===== config.mk =====
export PLATFORM = sky130hd
export DESIGN_NAME = heat_detector_zone_supervisor
export DESIGN_NICKNAME = d
export VERILOG_FILES = /design/src/hdl/hdzs_pkg.sv /design/src/hdl/hdzs_cfg.sv /design/src/hdl/hdzs_zone.sv /design/src/hdl/heat_detector_zone_supervisor.sv
export SDC_FILE = /design/constraint.sdc
export NUM_CORES = 1
export LEC_CHECK = 0
export ABC_CLOCK_PERIOD_IN_PS = 8500
export BUFFER_PORTS_ARGS = -buffer_cell sky130_fd_sc_hd__buf_4
export CAP_MARGIN = 25
export CORE_ASPECT_RATIO = 1.4
export CORE_UTILIZATION = 45
export DETAILED_ROUTE_END_ITERATION = 16
export GPL_ROUTABILITY_DRIVEN = 0
export PLACE_DENSITY = 0.64
export SLEW_MARGIN = 25
export SYNTH_ARGS = -nofsm -noshare
export SYNTH_HDL_FRONTEND = slang
export SYNTH_SLANG_ARGS = --single-unit

===== constraint.sdc =====
create_clock -name clk_i -period 8.5 [get_ports clk_i]
set_clock_uncertainty 0.15 [all_clocks]
set_input_delay 0.85 -clock clk_i [delete_from_list [all_inputs] [get_ports clk_i]]
set_output_delay 0.85 -clock clk_i [all_outputs]
set_load 0.01 [all_outputs]

===== src/hdl/hdzs_pkg.sv =====
package hdzs_pkg;

  // Widths of the reading, timestamp, delay, log value and configuration fields
  localparam int unsigned RdW   = 14;
  localparam int unsigned TsW   = 32;
  localparam int unsigned DlyW  = 16;
  localparam int unsigned LogW  = 8;
  localparam int unsigned CfgAw = 3;
  localparam int unsigned CfgDw = 16;

  // Divide by 50 as multiply by ceil(2^18 / 50) and shift; exact for 14-bit readings
  localparam int unsigned       LogShift = 18;
  localparam logic [12:0]       LogRecip = 13'd5243;
  localparam int unsigned       LogProdW = RdW + 13;
  localparam int unsigned       LogQW    = LogProdW - LogShift;

  // Zone status codes
  typedef enum logic [2:0] {
    CODE_OK    = 3'd0,
    CODE_FIRE  = 3'd1,
    CODE_OPEN  = 3'd2,
    CODE_SHORT = 3'd3,
    CODE_OTHER = 3'd4
  } code_e;

  // Configuration register indexes
  typedef enum logic [CfgAw-1:0] {
    REG_OK_LOW      = 3'd0,
    REG_OK_HIGH     = 3'd1,
    REG_FIRE_LEVEL  = 3'd2,
    REG_OPEN_LEVEL  = 3'd3,
    REG_SHORT_LOW   = 3'd4,
    REG_SHORT_HIGH  = 3'd5,
    REG_FIRE_DELAY  = 3'd6,
    REG_TROUB_DELAY = 3'd7
  } reg_idx_e;

  // Reset values of the configuration registers
  localparam logic [RdW-1:0]  RstOkLow      = 14'd4000;
  localparam logic [RdW-1:0]  RstOkHigh     = 14'd8000;
  localparam logic [RdW-1:0]  RstFireLevel  = 14'd2000;
  localparam logic [RdW-1:0]  RstOpenLevel  = 14'd12000;
  localparam logic [RdW-1:0]  RstShortLow   = 14'd2500;
  localparam logic [RdW-1:0]  RstShortHigh  = 14'd4000;
  localparam logic [DlyW-1:0] RstFireDelay  = 16'd500;
  localparam logic [DlyW-1:0] RstTroubDelay = 16'd250;

  // Thresholds and delays, as seen by the classifiers
  typedef struct packed {
    logic [RdW-1:0]  ok_low;
    logic [RdW-1:0]  ok_high;
    logic [RdW-1:0]  fire_level;
    logic [RdW-1:0]  open_level;
    logic [RdW-1:0]  short_low;
    logic [RdW-1:0]  short_high;
    logic [DlyW-1:0] fire_delay_ms;
    logic [DlyW-1:0] trouble_delay_ms;
  } cfg_t;

  // Per-zone timer and code state
  typedef struct packed {
    logic [TsW-1:0] since;
    code_e          status;
  } zone_st_t;

endpackage


===== src/hdl/hdzs_cfg.sv =====
module hdzs_cfg (
  input  logic                       clk_i,
  input  logic                       rst_ni,
  input  logic                       cfg_we_i,
  input  logic [hdzs_pkg::CfgAw-1:0] cfg_idx_i,
  input  logic [hdzs_pkg::CfgDw-1:0] cfg_data_i,
  output hdzs_pkg::cfg_t             cfg_o
);
  import hdzs_pkg::*;

  cfg_t cfg_q;
  cfg_t cfg_d;

  // Decode the write index onto one register
  always_comb begin
    cfg_d = cfg_q;
    if (cfg_we_i) begin
      case (reg_idx_e'(cfg_idx_i))
        REG_OK_LOW:      cfg_d.ok_low           = cfg_data_i[RdW-1:0];
        REG_OK_HIGH:     cfg_d.ok_high          = cfg_data_i[RdW-1:0];
        REG_FIRE_LEVEL:  cfg_d.fire_level       = cfg_data_i[RdW-1:0];
        REG_OPEN_LEVEL:  cfg_d.open_level       = cfg_data_i[RdW-1:0];
        REG_SHORT_LOW:   cfg_d.short_low        = cfg_data_i[RdW-1:0];
        REG_SHORT_HIGH:  cfg_d.short_high       = cfg_data_i[RdW-1:0];
        REG_FIRE_DELAY:  cfg_d.fire_delay_ms    = cfg_data_i[DlyW-1:0];
        REG_TROUB_DELAY: cfg_d.trouble_delay_ms = cfg_data_i[DlyW-1:0];
        default:         cfg_d = cfg_q;
      endcase
    end
  end

  always_ff @(posedge clk_i or negedge rst_ni) begin
    if (!rst_ni) begin
      cfg_q.ok_low           <= RstOkLow;
      cfg_q.ok_high          <= RstOkHigh;
      cfg_q.fire_level       <= RstFireLevel;
      cfg_q.open_level       <= RstOpenLevel;
      cfg_q.short_low        <= RstShortLow;
      cfg_q.short_high       <= RstShortHigh;
      cfg_q.fire_delay_ms    <= RstFireDelay;
      cfg_q.trouble_delay_ms <= RstTroubDelay;
    end else begin
      cfg_q <= cfg_d;
    end
  end

  assign cfg_o = cfg_q;

endmodule


===== src/hdl/hdzs_zone.sv =====
module hdzs_zone (
  input  logic [hdzs_pkg::RdW-1:0]  filt_i,
  input  logic [hdzs_pkg::RdW-1:0]  raw_i,
  input  logic [hdzs_pkg::TsW-1:0]  now_i,
  input  hdzs_pkg::cfg_t            cfg_i,
  input  hdzs_pkg::zone_st_t        st_i,
  input  logic                      latch_i,
  output hdzs_pkg::zone_st_t        st_o,
  output logic                      latch_o,
  output logic [hdzs_pkg::LogW-1:0] log_o
);
  import hdzs_pkg::*;

  logic                is_ok;
  logic                is_fire;
  logic                is_open;
  logic                is_short;
  logic                is_other;
  logic [TsW-1:0]      elapsed;
  logic                fire_due;
  logic                troub_due;
  logic [LogProdW-1:0] prod;
  logic [LogQW-1:0]    quot;

  // Region tests; both readings have to agree
  assign is_ok    = (filt_i >= cfg_i.ok_low) && (filt_i < cfg_i.ok_high) &&
                    (raw_i >= cfg_i.ok_low) && (raw_i < cfg_i.ok_high);
  assign is_fire  = (filt_i <= cfg_i.fire_level) && (raw_i <= cfg_i.fire_level);
  assign is_open  = (filt_i >= cfg_i.open_level) && (raw_i >= cfg_i.open_level);
  assign is_short = (filt_i >= cfg_i.short_low) && (filt_i < cfg_i.short_high) &&
                    (raw_i >= cfg_i.short_low) && (raw_i < cfg_i.short_high);
  assign is_other = (filt_i > cfg_i.fire_level) && (raw_i > cfg_i.fire_level);

  // Zone timer, modulo 2^32
  assign elapsed   = now_i - st_i.since;
  assign fire_due  = elapsed > {{(TsW-DlyW){1'b0}}, cfg_i.fire_delay_ms};
  assign troub_due = elapsed > {{(TsW-DlyW){1'b0}}, cfg_i.trouble_delay_ms};

  // Classify in priority order; keep code and timer when nothing fires
  always_comb begin
    st_o    = st_i;
    latch_o = latch_i;
    if (is_ok) begin
      st_o.status = CODE_OK;
      st_o.since  = now_i;
    end else if (is_fire) begin
      if (latch_i) begin
        st_o.status = CODE_FIRE;
      end else if (fire_due) begin
        st_o.status = CODE_FIRE;
        st_o.since  = now_i;
        latch_o     = 1'b1;
      end
    end else if (is_open) begin
      if (troub_due) begin
        st_o.status = CODE_OPEN;
        st_o.since  = now_i;
      end
    end else if (is_short) begin
      if (troub_due) begin
        st_o.status = CODE_SHORT;
        st_o.since  = now_i;
      end
    end else if (is_other) begin
      if (troub_due) begin
        st_o.status = CODE_OTHER;
        st_o.since  = now_i;
      end
    end
  end

  // Filtered reading / 50, saturated to a byte
  assign prod  = LogProdW'(filt_i) * LogProdW'(LogRecip);
  assign quot  = prod[LogProdW-1:LogShift];
  assign log_o = (quot > LogQW'({LogW{1'b1}})) ? {LogW{1'b1}} : quot[LogW-1:0];

endmodule


===== src/hdl/heat_detector_zone_supervisor.sv =====
// Channel    | Dir | Handshake                  | Payload
// s_axis     | in  | s_axis_tvalid_i/tready_o   | 96-bit tdata: two loops, timestamp, clear
// m_axis     | out | m_axis_tvalid_o/tready_i   | 32-bit tdata: codes, fire, flags, log values
// cfg        | in  | cfg_we_i                   | cfg_idx_i, cfg_data_i
//
// One sample per cycle sustained while the output is not stalled; the accepting edge
// loads the input register, and the sample is classified into the result register once
// that slot frees up. Zone one feeds the fire latch into zone two in the same cycle.
// Reset clears the zone timers, codes, fire latch and both valid flags.
// A stalled output holds its beat; the input register takes one more beat if it is
// empty, then the input side stalls until the output beat is taken.
module heat_detector_zone_supervisor (
  input  logic                       clk_i,
  input  logic                       rst_ni,
  input  logic                       s_axis_tvalid_i,
  output logic                       s_axis_tready_o,
  // zone1_filtered[13:0], zone1_raw[27:14], zone2_filtered[41:28],
  // zone2_raw[55:42], now_ms[87:56], clear_fire[88], zero fill [95:89]
  input  logic [95:0]                s_axis_tdata_i,
  output logic                       m_axis_tvalid_o,
  input  logic                       m_axis_tready_i,
  // zone1_code[2:0], zone2_code[5:3], fire_active[6], zone1_changed[7],
  // zone2_changed[8], zone1_log_value[16:9], zone2_log_value[24:17], zero fill [31:25]
  output logic [31:0]                m_axis_tdata_o,
  input  logic                       cfg_we_i,
  input  logic [hdzs_pkg::CfgAw-1:0] cfg_idx_i,
  input  logic [hdzs_pkg::CfgDw-1:0] cfg_data_i
);
  import hdzs_pkg::*;

  typedef struct packed {
    logic [RdW-1:0] z1_filt;
    logic [RdW-1:0] z1_raw;
    logic [RdW-1:0] z2_filt;
    logic [RdW-1:0] z2_raw;
    logic [TsW-1:0] now;
    logic           clr;
  } in_t;

  typedef struct packed {
    code_e           z1_code;
    code_e           z2_code;
    logic            fire;
    logic            z1_chg;
    logic            z2_chg;
    logic [LogW-1:0] z1_log;
    logic [LogW-1:0] z2_log;
  } res_t;

  cfg_t            cfg;
  in_t             in_q;
  logic            in_vld_q;
  res_t            res_q;
  res_t            res_d;
  logic            out_vld_q;
  zone_st_t        z1_q;
  zone_st_t        z2_q;
  zone_st_t        z1_d;
  zone_st_t        z2_d;
  logic            latch_q;
  logic            latch_z1;
  logic            latch_d;
  logic            latch_in;
  logic [LogW-1:0] z1_log;
  logic [LogW-1:0] z2_log;
  logic            adv;
  logic            s_hs;

  hdzs_cfg u_cfg (
    .clk_i      (clk_i),
    .rst_ni     (rst_ni),
    .cfg_we_i   (cfg_we_i),
    .cfg_idx_i  (cfg_idx_i),
    .cfg_data_i (cfg_data_i),
    .cfg_o      (cfg)
  );

  // Move a sample into the result register when that slot frees up
  assign adv             = in_vld_q && (!out_vld_q || m_axis_tready_i);
  assign s_axis_tready_o = !in_vld_q || adv;
  assign s_hs            = s_axis_tvalid_i && s_axis_tready_o;

  // Capture the input beat
  always_ff @(posedge clk_i or negedge rst_ni) begin
    if (!rst_ni) begin
      in_vld_q <= 1'b0;
    end else if (s_axis_tready_o) begin
      in_vld_q <= s_axis_tvalid_i;
    end
  end

  always_ff @(posedge clk_i) begin
    if (s_hs) begin
      in_q.z1_filt <= s_axis_tdata_i[13:0];
      in_q.z1_raw  <= s_axis_tdata_i[27:14];
      in_q.z2_filt <= s_axis_tdata_i[41:28];
      in_q.z2_raw  <= s_axis_tdata_i[55:42];
      in_q.now     <= s_axis_tdata_i[87:56];
      in_q.clr     <= s_axis_tdata_i[88];
    end
  end

  // Clear the latch ahead of classification
  assign latch_in = latch_q && !in_q.clr;

  hdzs_zone u_zone1 (
    .filt_i  (in_q.z1_filt),
    .raw_i   (in_q.z1_raw),
    .now_i   (in_q.now),
    .cfg_i   (cfg),
    .st_i    (z1_q),
    .latch_i (latch_in),
    .st_o    (z1_d),
    .latch_o (latch_z1),
    .log_o   (z1_log)
  );

  // Zone two sees a latch set by zone one in this sample
  hdzs_zone u_zone2 (
    .filt_i  (in_q.z2_filt),
    .raw_i   (in_q.z2_raw),
    .now_i   (in_q.now),
    .cfg_i   (cfg),
    .st_i    (z2_q),
    .latch_i (latch_z1),
    .st_o    (z2_d),
    .latch_o (latch_d),
    .log_o   (z2_log)
  );

  // Assemble the result; the last reported code always equals the stored code
  always_comb begin
    res_d.z1_code = z1_d.status;
    res_d.z2_code = z2_d.status;
    res_d.fire    = latch_d;
    res_d.z1_chg  = z1_d.status != z1_q.status;
    res_d.z2_chg  = z2_d.status != z2_q.status;
    res_d.z1_log  = z1_log;
    res_d.z2_log  = z2_log;
  end

  // Advance zone state and the latch with each classified sample
  always_ff @(posedge clk_i or negedge rst_ni) begin
    if (!rst_ni) begin
      z1_q.since  <= '0;
      z1_q.status <= CODE_OK;
      z2_q.since  <= '0;
      z2_q.status <= CODE_OK;
      latch_q     <= 1'b0;
    end else if (adv) begin
      z1_q    <= z1_d;
      z2_q    <= z2_d;
      latch_q <= latch_d;
    end
  end

  // Result register; hold while stalled
  always_ff @(posedge clk_i or negedge rst_ni) begin
    if (!rst_ni) begin
      out_vld_q <= 1'b0;
    end else if (!out_vld_q || m_axis_tready_i) begin
      out_vld_q <= in_vld_q;
    end
  end

  always_ff @(posedge clk_i) begin
    if (adv) begin
      res_q <= res_d;
    end
  end

  assign m_axis_tvalid_o = out_vld_q;
  assign m_axis_tdata_o  = {7'd0, res_q.z2_log, res_q.z1_log, res_q.z2_chg, res_q.z1_chg,
                            res_q.fire, res_q.z2_code, res_q.z1_code};

endmodule


==> flow_metrics.tcl, run 1 <==
set metrics [dict create \
    drcViolationCount 0 \
    crit_fanout 11 \
    worstHoldPathType "primary input to async pin" \
    mostFrequentLayoutCell "ha_1" \
    worstReg2RegStart "in_q[79]" \
    slew_headroom 0.273 \
    seqCellArea_mm2 0.00821 \
    wire_per_inst_um 21.6 \
    io_buffers 139 \
    maxCapViolations 0 \
    pwr-share-clk 0.170 \
    synth_area_mm2 0.0303 \
    period_share 0.731 \
    cts_buffer_depth 3 \
    async_flop_share 0.624 \
    drv_slew 0 \
    power.switching_w 0.00465 \
    drive_above_1_share 0.132 \
    tns_ns 0 \
    worstPathArrival_ns 6.39 \
    fp-row-count 112 \
    yosys_register_bits 303 \
    critPathLaunchType "flip-flop" \
    start_util 0.455 \
    clock_sinks 303 \
    layout_common_cells "ha_1, inv_1, a21oi_1, o21ai_0, buf_4" \
    core_mm2 0.0666 \
    grt_first_pass_wirelength_um 137000 \
    worst_pin_slew_ns 1.09 \
    powerDensity_mw_per_mm2 311 \
    internal_power_w 0.00583 \
    fp.dieH_um 309 \
    post-cts-setup-buffer-count 0 \
    netlist.area_leader.share 0.267 \
    swShare 0.444 \
    fmax_ghz 0.161 \
    ir_worst_vdd_v 0.000200 \
    synth_edf_count 114 \
    ys_seq_area_frac 0.271 \
    cts.clk_slew.worst_paths_ns 0.06 \
    power_frac_comb 0.617 \
    fill_cells 6011 \
    nNetsFinal 4047 \
    setup_viol 0 \
    cts_made_buffers 37 \
    first_pass_iters 5 \
    syn_area_per_cell_um2 10.1 \
    setup_slack_ns 2.29 \
    required_ns 8.68 \
    end_kind "flip-flop" \
    grt.total_usage 0.258 \
    die_w_um 221 \
    seqPwrFrac 0.213 \
    hold_violations 0 \
    syn_inst 3010 \
    reg2regPathDepth 17 \
    ctsHoldBuffers 0 \
    drt_iter0_markers 1071 \
    dp_hpwl_um 68500 \
    yosys.area.top_type "ha_1" \
    clk_latency_ns 0.59 \
    path_class "flip-flop to flip-flop" \
    pre_cts_ws_ns 2.24 \
    post_drt_via_cell_ratio 5.87 \
    final_util 0.505 \
    status "finished, final reports clean" \
    leakagePower_nw 16.1 \
    synth_cell_types 97 \
    cts_root_buf "clkbuf_16" \
    multi_input_area_mm2 0.0203 \
    dieArea_mm2 0.0683 \
    synth.area.top_cells "ha_1, dfrtp_1, edfxtp_1, fa_1, inv_1" \
    ioPinCount 154 \
    vias 23700 \
    cts_tree "done" \
    cts_resized 0 \
    grt_overflow 0 \
    wl_um 87300 \
    period_needed_ns 6.21 \
    grt_pass1_vias 25600 \
    htree_num_levels 2 \
    grt_max_degree 85 \
    rsz0062_at_grt "no" \
    yosys_warnings 0 \
    antenna_found_initial 3 \
    cp-startpoint "in_q[79]" \
    area_delta_synth_final_pct 11.1 \
    drtAntennaViolNets 0 \
    synth_ff_type "dfrtp_1" \
]
[critical path, stage by stage (launching register included)]
cell,delay (ns)
edfxtp_1,0.86
inv_1,0.24
fa_1,0.58
inv_1,0.04
ha_1,0.21
fa_1,0.54
inv_1,0.05
fa_1,0.46
fa_1,0.54
inv_1,0.05
ha_1,0.30
a211oi_1,0.27
a221oi_1,0.16
o31a_1,0.39
or2_2,0.33
a31o_2,0.25
a211o_1,0.29
a31o_2,0.24
[layer usage]
layer,wire [um],global-route usage,part of all wire
met1,31600,0.259,0.36
met2,45100,0.486,0.52
met3,3790,0.0381,0.043
met4,6800,0.186,0.078
met5,0,0,0
[metrics by stage]
stage | total power (W) | area [um2] | hold WS, ns | std cells
floorplan | 0.00689 | 30300 | 0.297 | 3016
global placement | 0.00834 | 32300 | 0.311 | 3968
detailed placement | 0.00863 | 32300 | 0.318 | 3968
CTS | 0.0105 | 33600 | 0.178 | 4036
global route | 0.0115 | 33600 | 0.209 | 4039
finish | 0.0105 | 33600 | 0.162 | 4039
[power by group through the flow]
| stage | Sequential, W | Clock, W | Combinational [W] |
|---|---|---|---|
| final | 0.00223 | 0.00178 | 0.00646 |
| after global routing | 0.00228 | 0.00187 | 0.00730 |
| after CTS | 0.00223 | 0.00183 | 0.00642 |
| after detailed placement | 0.00226 | 0 | 0.00637 |
| after global placement | 0.00224 | 0 | 0.00610 |
| after floorplan | 0.00219 | 0 | 0.00470 |
[state kept, by name, indices dropped and copies added (netlist names)]
signal,count
latch_q,1
in_q,89
z2_q,35
z1_q,35
m_axis_tvalid_o,1
in_vld_q,1
u_cfg.cfg_o,116
m_axis_tdata_o,25
[cells by family (layout without fill, tap and decap cells)]
| family | count (synthesis) | in the layout | synth area share |
|---|---|---|---|
| AO/OA/AOI/OAI | 703 | 703 | 0.151 |
| XOR/XNOR | 52 | 52 | 0.0150 |
| adder cells (fa/ha/maj) | 774 | 774 | 0.352 |
| buffers and inverters | 462 | 628 | 0.0600 |
| flip-flops | 303 | 303 | 0.271 |
| multiplexers | 140 | 140 | 0.0517 |
| other | 1 | 9 | 0.000124 |
| AND/OR/NAND/NOR | 575 | 575 | 0.0996 |
[path summary, 6_finish.rpt]
kind	end	slack (ns)
setup / recovery	m_axis_tdata_o[14]	2.29
min in group clk_i	in_q[18]	0.28
hold reg to reg	latch_q	0.33
hold / removal	z2_q[32]	0.16
max in group asynchronous	u_cfg.cfg_o[33]	6.73
setup reg to reg	m_axis_tdata_o[14]	2.29
[cells in the mapped netlist, types with 34 or more instances]
cell type	n
xnor2_1	35
nand2_1	149
nor3_1	43
clkbuf_1	36
mux2_2	103
nand2b_1	47
o21ai_0	168
edfxtp_1	114
nand4_1	73
nor2_1	97
nand3_1	37
nor2b_1	34
fa_1	128
o21a_1	51
a21oi_1	179
dfrtp_1	141
ha_1	646
dfstp_2	48
o211ai_1	34
a21o_1	91
inv_1	405
[area by class of cell]
| class | instances | area share |
|---|---|---|
| Antenna cell | 2 | 0.000149 |
| Sequential cell | 303 | 0.244 |
| Multi-Input combinational cell | 2251 | 0.604 |
| Tap cell | 855 | 0.0318 |
| Timing Repair Buffer | 154 | 0.0347 |
| Clock buffer | 52 | 0.0332 |
| Clock inverter | 16 | 0.00703 |
| Inverter | 406 | 0.0453 |
Power figures use the tool's default switching activity.
==> run 2: changes to the inputs <==
--- a/config.mk
+++ b/config.mk
@@ -5,7 +5,8 @@
 export SDC_FILE = /design/constraint.sdc
 export NUM_CORES = 1
 export LEC_CHECK = 0
-export ABC_CLOCK_PERIOD_IN_PS = 8500
+export ABC_AREA = 1
+export ABC_CLOCK_PERIOD_IN_PS = 5750
 export BUFFER_PORTS_ARGS = -buffer_cell sky130_fd_sc_hd__buf_4
 export CAP_MARGIN = 25
 export CORE_ASPECT_RATIO = 1.4
==> constraint.sdc (replaced) <==
create_clock -name clk_i -period 5.75 [get_ports clk_i]
set_clock_uncertainty 0.15 [all_clocks]
set_input_delay 0.575 -clock clk_i [delete_from_list [all_inputs] [get_ports clk_i]]
set_output_delay 0.575 -clock clk_i [all_outputs]
set_load 0.01 [all_outputs]
==> flow_metrics.tcl, run 2 <==
set metrics [dict create \
    syn_inst 3915 \
    drt_iter0_markers 1211 \
    drcViolationCount 0 \
    grt_max_degree 99 \
    clock_sinks 303 \
    leakagePower_nw 18.5 \
    synthXorXnorAreaFrac 0.0135 \
    required_ns 5.92 \
    wire_per_inst_um 17.9 \
    maxCapViolations 0 \
    synth-compound-area-share 0.112 \
    internal_power_w 0.00832 \
    start_util 0.457 \
    drv_slew 0 \
    critPathLaunchType "flip-flop" \
    clk_latency_ns 0.58 \
    grt_pass1_vias 27000 \
    slew_headroom 0.208 \
    crit_fanout 9 \
    io_buffers 139 \
    synth_ff_type "dfrtp_1" \
    yosys.area.top_type "ha_1" \
    pwr-share-clk 0.150 \
    cts_tree "done" \
    htree_num_levels 2 \
    area_delta_synth_final_pct 11.5 \
    synth_fa_ha_area_frac 0.336 \
    worstReg2RegStart "in_q[53]" \
    synth_most_common_cell "nand2_1" \
    seqPwrFrac 0.201 \
    cts_made_buffers 36 \
    setup_viol 0 \
    antenna_found_initial 2 \
    r2r_slack_ns 0.27 \
    grt_first_pass_wirelength_um 142000 \
    rsz0062_at_grt "no" \
    end_kind "flip-flop" \
    power.switching_w 0.00791 \
    yosys_register_bits 303 \
    ir_worst_vdd_v 0.000324 \
    fmax_ghz 0.183 \
    core_mm2 0.0693 \
    drive_above_1_share 0.0945 \
    first_pass_iters 6 \
    hold_violations 0 \
    period_share 0.953 \
    synth_cell_types 55 \
    cts_root_buf "clkbuf_16" \
    powerDensity_mw_per_mm2 459 \
    worstPathArrival_ns 5.65 \
    whs_ns 0.0253 \
    swShare 0.487 \
    layout_common_cells "nand2_1, inv_1, ha_1, a21oi_1, nor2_1" \
    async_flop_share 0.624 \
    synthMuxAreaShare 0 \
    ioPinCount 154 \
    hold_depth 1 \
    place_area_mm2 0.0340 \
    grt_overflow 0 \
    status "finished, final reports clean" \
    cts.clk_slew.worst_paths_ns 0.06 \
    post_drt_via_cell_ratio 5.24 \
    fp-row-count 114 \
    reg2regPathDepth 20 \
    largest_register_ffs 116 \
    worst_pin_slew_ns 1.18 \
    die_w_um 226 \
    synth_area_mm2 0.0317 \
    synthSimpleGateAreaFrac 0.186 \
    synth.area.top_cells "ha_1, dfrtp_1, edfxtp_1, nand2_1, inv_1" \
    hold_start "s_axis_tdata_i[44]" \
    netlist.area_leader.share 0.255 \
    fin_area_mm2 0.0353 \
    cts_buffer_depth 3 \
    dieArea_mm2 0.0715 \
    period_needed_ns 5.48 \
    syn_area_per_cell_um2 8.10 \
    tns_ns 0 \
    vias 26600 \
    power_frac_comb 0.649 \
    path_class "flip-flop to flip-flop" \
    dp_hpwl_um 74900 \
    synthTopCellsByCount "nand2_1, inv_1, ha_1, a21oi_1, nor2_1" \
    ys_seq_area_frac 0.259 \
    nNetsFinal 5006 \
    grt.total_usage 0.260 \
    fp.dieH_um 316 \
    min_to "in_q[35]" \
    fin_total_pwr_w 0.0162 \
    synth_edf_count 114 \
    wl_um 91000 \
    reg2reg_to "m_axis_tdata_o[19]" \
    mostFrequentLayoutCell "nand2_1" \
    yosys_warnings 0 \
    synth_top_family_by_area "adder cells" \
    drtAntennaViolNets 0 \
    worstHoldPathType "primary input to flip-flop" \
]
==> run 2: critical path, stage by stage, from the launching register on <==
cell and delay, ns:
edfxtp_1 0.46, buf_4 0.25, ha_1 0.36, ha_1 0.31, inv_1 0.07, fa_1 0.53
inv_1 0.06, fa_1 0.53, inv_1 0.06, fa_1 0.53, inv_1 0.04, ha_1 0.32
nand4_1 0.16, nor3_1 0.23, nand2_1 0.08, o211ai_1 0.48, nand2_1 0.10, nand3_1 0.10
xor2_1 0.14, buf_4 0.17, nand3b_1 0.07
==> run 2: timing repair <==
action / CTS / global route
endpoints found under the hold margin: 33 / 0
hold buffers: 5 / 0
setup endpoints to repair: 0 / 3
setup buffers: 0 / 6
gates resized for setup: 0 / 1
==> run 2: layout make-up <==
class                      count  area, um2
fill                        6838      34000
multi-input combinational   2861      20600
sequential                   303       8210
inverter                     719       2700
timing repair buffer         191       1470
tap                          928       1160
clock buffer                  49       1070
clock inverter                16        169
antenna                        2       5.00
==> run 2: logic make-up after synthesis <==
kind of cell / count (synthesis)
AO/OA/AOI/OAI: 610
XOR/XNOR: 49
adder cells (fa/ha/maj): 774
buffers and inverters: 757
flip-flops: 303
other: 1
AND/OR/NAND/NOR: 1421
==> run 2: stage by stage <==
stage | util | setup WS [ns] | std cells
floorplan | - | 0.551 | 3921
global placement | 0.490 | 0.339 | 4991
detailed placement | 0.490 | 0.300 | 4991
CTS | 0.509 | 0.272 | 5061
global route | 0.510 | 0.0327 | 5069
finish | 0.510 | 0.271 | 5069
==> run 2: per-layer routing <==
metal,global-route usage,part of all wire
met1,0.264,0.37
met5,0,0
met3,0.0286,0.032
met2,0.491,0.52
met4,0.185,0.078
==> run 2: worst max-delay path by stage <==
stage	startpoint	end	cells after the start
4_1_cts	in_q[53]	m_axis_tdata_o[19]	20
6_report	in_q[53]	m_axis_tdata_o[19]	20
5_1_grt	in_q[53]	m_axis_tdata_o[19]	20
2_1_floorplan	in_q[86]	m_axis_tdata_o[16]	18
3_3_place_gp	in_q[57]	m_axis_tdata_o[24]	18
3_5_place_dp	in_q[53]	m_axis_tdata_o[19]	20
==> run 2: power by group through the flow <==
| stage | Combinational, W | Clock [W] | Sequential (W) |
|---|---|---|---|
| finish | 0.0105 | 0.00243 | 0.00327 |
| global placement | 0.0102 | 0 | 0.00328 |
| floorplan | 0.00773 | 0 | 0.00325 |
| global route | 0.0122 | 0.00258 | 0.00333 |
| detailed placement | 0.0105 | 0 | 0.00330 |
| CTS | 0.0106 | 0.00251 | 0.00327 |
==> run 3: changes to the inputs <==
--- a/config.mk
+++ b/config.mk
@@ -11,6 +11,7 @@
 export CAP_MARGIN = 25
 export CORE_ASPECT_RATIO = 1.4
 export CORE_UTILIZATION = 45
+export CTS_BUF_LIST = sky130_fd_sc_hd__clkbuf_16
 export DETAILED_ROUTE_END_ITERATION = 16
 export GPL_ROUTABILITY_DRIVEN = 0
 export PLACE_DENSITY = 0.64
==> flow_metrics.tcl, run 3 (synthesis results as in run 2) <==
set metrics [dict create \
    pwr-share-clk 0.146 \
    core_mm2 0.0693 \
    worst_pin_slew_ns 1.19 \
    area_delta_synth_final_pct 11.6 \
    swShare 0.489 \
    drive_above_1_share 0.0938 \
    power.switching_w 0.00791 \
    grt_first_pass_wirelength_um 142000 \
    crit_fanout 9 \
    leakagePower_nw 18.6 \
    power_frac_comb 0.652 \
    drtAntennaViolNets 0 \
    seqPwrFrac 0.202 \
    reg2regPathDepth 20 \
    layout_common_cells "nand2_1, inv_1, ha_1, a21oi_1, nor2_1" \
    end_kind "flip-flop" \
    post_drt_via_cell_ratio 5.23 \
    fp.dieH_um 316 \
    dp_hpwl_um 74900 \
    ir_worst_vdd_v 0.000324 \
    cts_made_buffers 36 \
    htree_num_levels 2 \
    largest_register_ffs 116 \
    fmax_ghz 0.182 \
    drt_iter0_markers 1248 \
    path_class "flip-flop to flip-flop" \
    dieArea_mm2 0.0715 \
    first_pass_iters 6 \
    tns_ns 0 \
    setup_slack_ns 0.246 \
    cp_num_cells 20 \
    slowest_delay_ns 0.54 \
    rsz0062_at_grt "no" \
    place_area_mm2 0.0340 \
    period_needed_ns 5.50 \
    cts.clk_slew.worst_paths_ns 0.06 \
    wire_per_inst_um 17.9 \
    io_buffers 139 \
    critPathMostFrequentCell "inv_1" \
    grt_overflow 0 \
    cts_buffer_depth 3 \
    required_ns 5.91 \
    wl_um 90900 \
    status "finished, final reports clean" \
    cts_tree "done" \
    clock_sinks 303 \
    drcViolationCount 0 \
    maxCapViolations 0 \
    clk_latency_ns 0.57 \
    mostFrequentLayoutCell "nand2_1" \
    grt.total_usage 0.260 \
    grt_pass1_vias 27000 \
    fin_area_mm2 0.0354 \
    powerDensity_mw_per_mm2 457 \
    ioPinCount 154 \
    critPathLaunchType "flip-flop" \
    pre_cts_ws_ns 0.300 \
    cpLargestDelayFamily "adder cells" \
    place_inst 4991 \
    die_w_um 226 \
    hold_depth 1 \
    worstPathCellList "buf_4 -> ha_1 -> ha_1 -> inv_1 -> fa_1 -> inv_1 -> fa_1 -> inv_1 -> fa_1 -> inv_1 -> ha_1 -> nand4_1 -> nor3_1 -> nand2_1 -> o211ai_1 -> nand2_1 -> nand3_1 -> xor2_1 -> buf_4 -> nand3b_1" \
    vias 26600 \
    cts_root_buf "clkbuf_16" \
    fp-row-count 114 \
    seqCellArea_mm2 0.00821 \
    worstPathArrival_ns 5.67 \
    start_util 0.457 \
    fin_total_pwr_w 0.0162 \
    internal_power_w 0.00826 \
    nNetsFinal 5012 \
    hold_violations 0 \
    fill_cells 6847 \
    antenna_found_initial 2 \
    slew_headroom 0.200 \
    worstHoldPathType "primary input to flip-flop" \
    cp.buffers_inverters 6 \
    drv_slew 0 \
    multi_input_area_mm2 0.0206 \
    layoutNonFillerInstCount 5075 \
    setup_viol 0 \
    slowest_stage "fa_1" \
    period_share 0.957 \
    grt_max_degree 99 \
]
## run 3: power by group through the flow
| stage | logic, W | clock network, W | registers (W) |
|---|---|---|---|
| 3_3_place_gp | 0.0102 | 0 | 0.00328 |
| 3_5_place_dp | 0.0105 | 0 | 0.00330 |
| 6_report | 0.0105 | 0.00236 | 0.00327 |
| 5_1_grt | 0.0122 | 0.00252 | 0.00333 |
| 2_1_floorplan | 0.00773 | 0 | 0.00325 |
| 4_1_cts | 0.0106 | 0.00245 | 0.00327 |
## run 3: path summary, 6_finish.rpt
kind / startpoint / to / slack (ns)
max in group asynchronous: rst_ni / z2_q[8] / 3.72
max: in_q[53] / m_axis_tdata_o[19] / 0.25
min: s_axis_tdata_i[47] / in_q[38] / 0.03
min in group asynchronous: rst_ni / in_vld_q / 0.48
min reg2reg: z2_q[16] / z2_q[16] / 0.33
max reg2reg: in_q[53] / m_axis_tdata_o[19] / 0.25
## run 3: area by class of cell
class                   instances  share of cell area
flip-flops and latches        303               0.232
clock inverters                25             0.00573
multi-input cells            2861               0.581
diodes                          2            0.000142
well taps                     928              0.0328
clock buffers                  40              0.0283
repair buffers                197              0.0431
inverters                     719              0.0764
## run 3: metrics by stage
stage | hold slack, ns | utilization
after floorplan | 0.129 | -
after global placement | 0.313 | 0.490
after detailed placement | 0.318 | 0.490
after CTS | 0.000174 | 0.509
after global routing | 0.00542 | 0.510
final | 0.0300 | 0.510
## run 3: worst reg2reg max path, delay by kind of cell, from the launching register on
kind | cells | cell delay (ns)
flip-flops | 1 | 0.46
AND/OR/NAND/NOR | 6 | 0.75
AO/OA/AOI/OAI | 1 | 0.50
adder cells (fa/ha/maj) | 6 | 2.59
buffers and inverters | 6 | 0.65
XOR/XNOR | 1 | 0.14
## run 3: per-layer routing
layer	global-route usage	part of all wire
met4	0.185	0.079
met2	0.491	0.52
met3	0.0286	0.031
met1	0.264	0.37
met5	0	0
## run 3: what timing repair did
| item | 4_1_cts | 5_1_grt |
|---|---|---|
| buffers inserted | 0 | 6 |
| hold buffers | 11 | 0 |
| endpoints found under the hold margin | 39 | 0 |
| endpoints found under the setup margin | 0 | 3 |
| resized for setup | 0 | 1 |
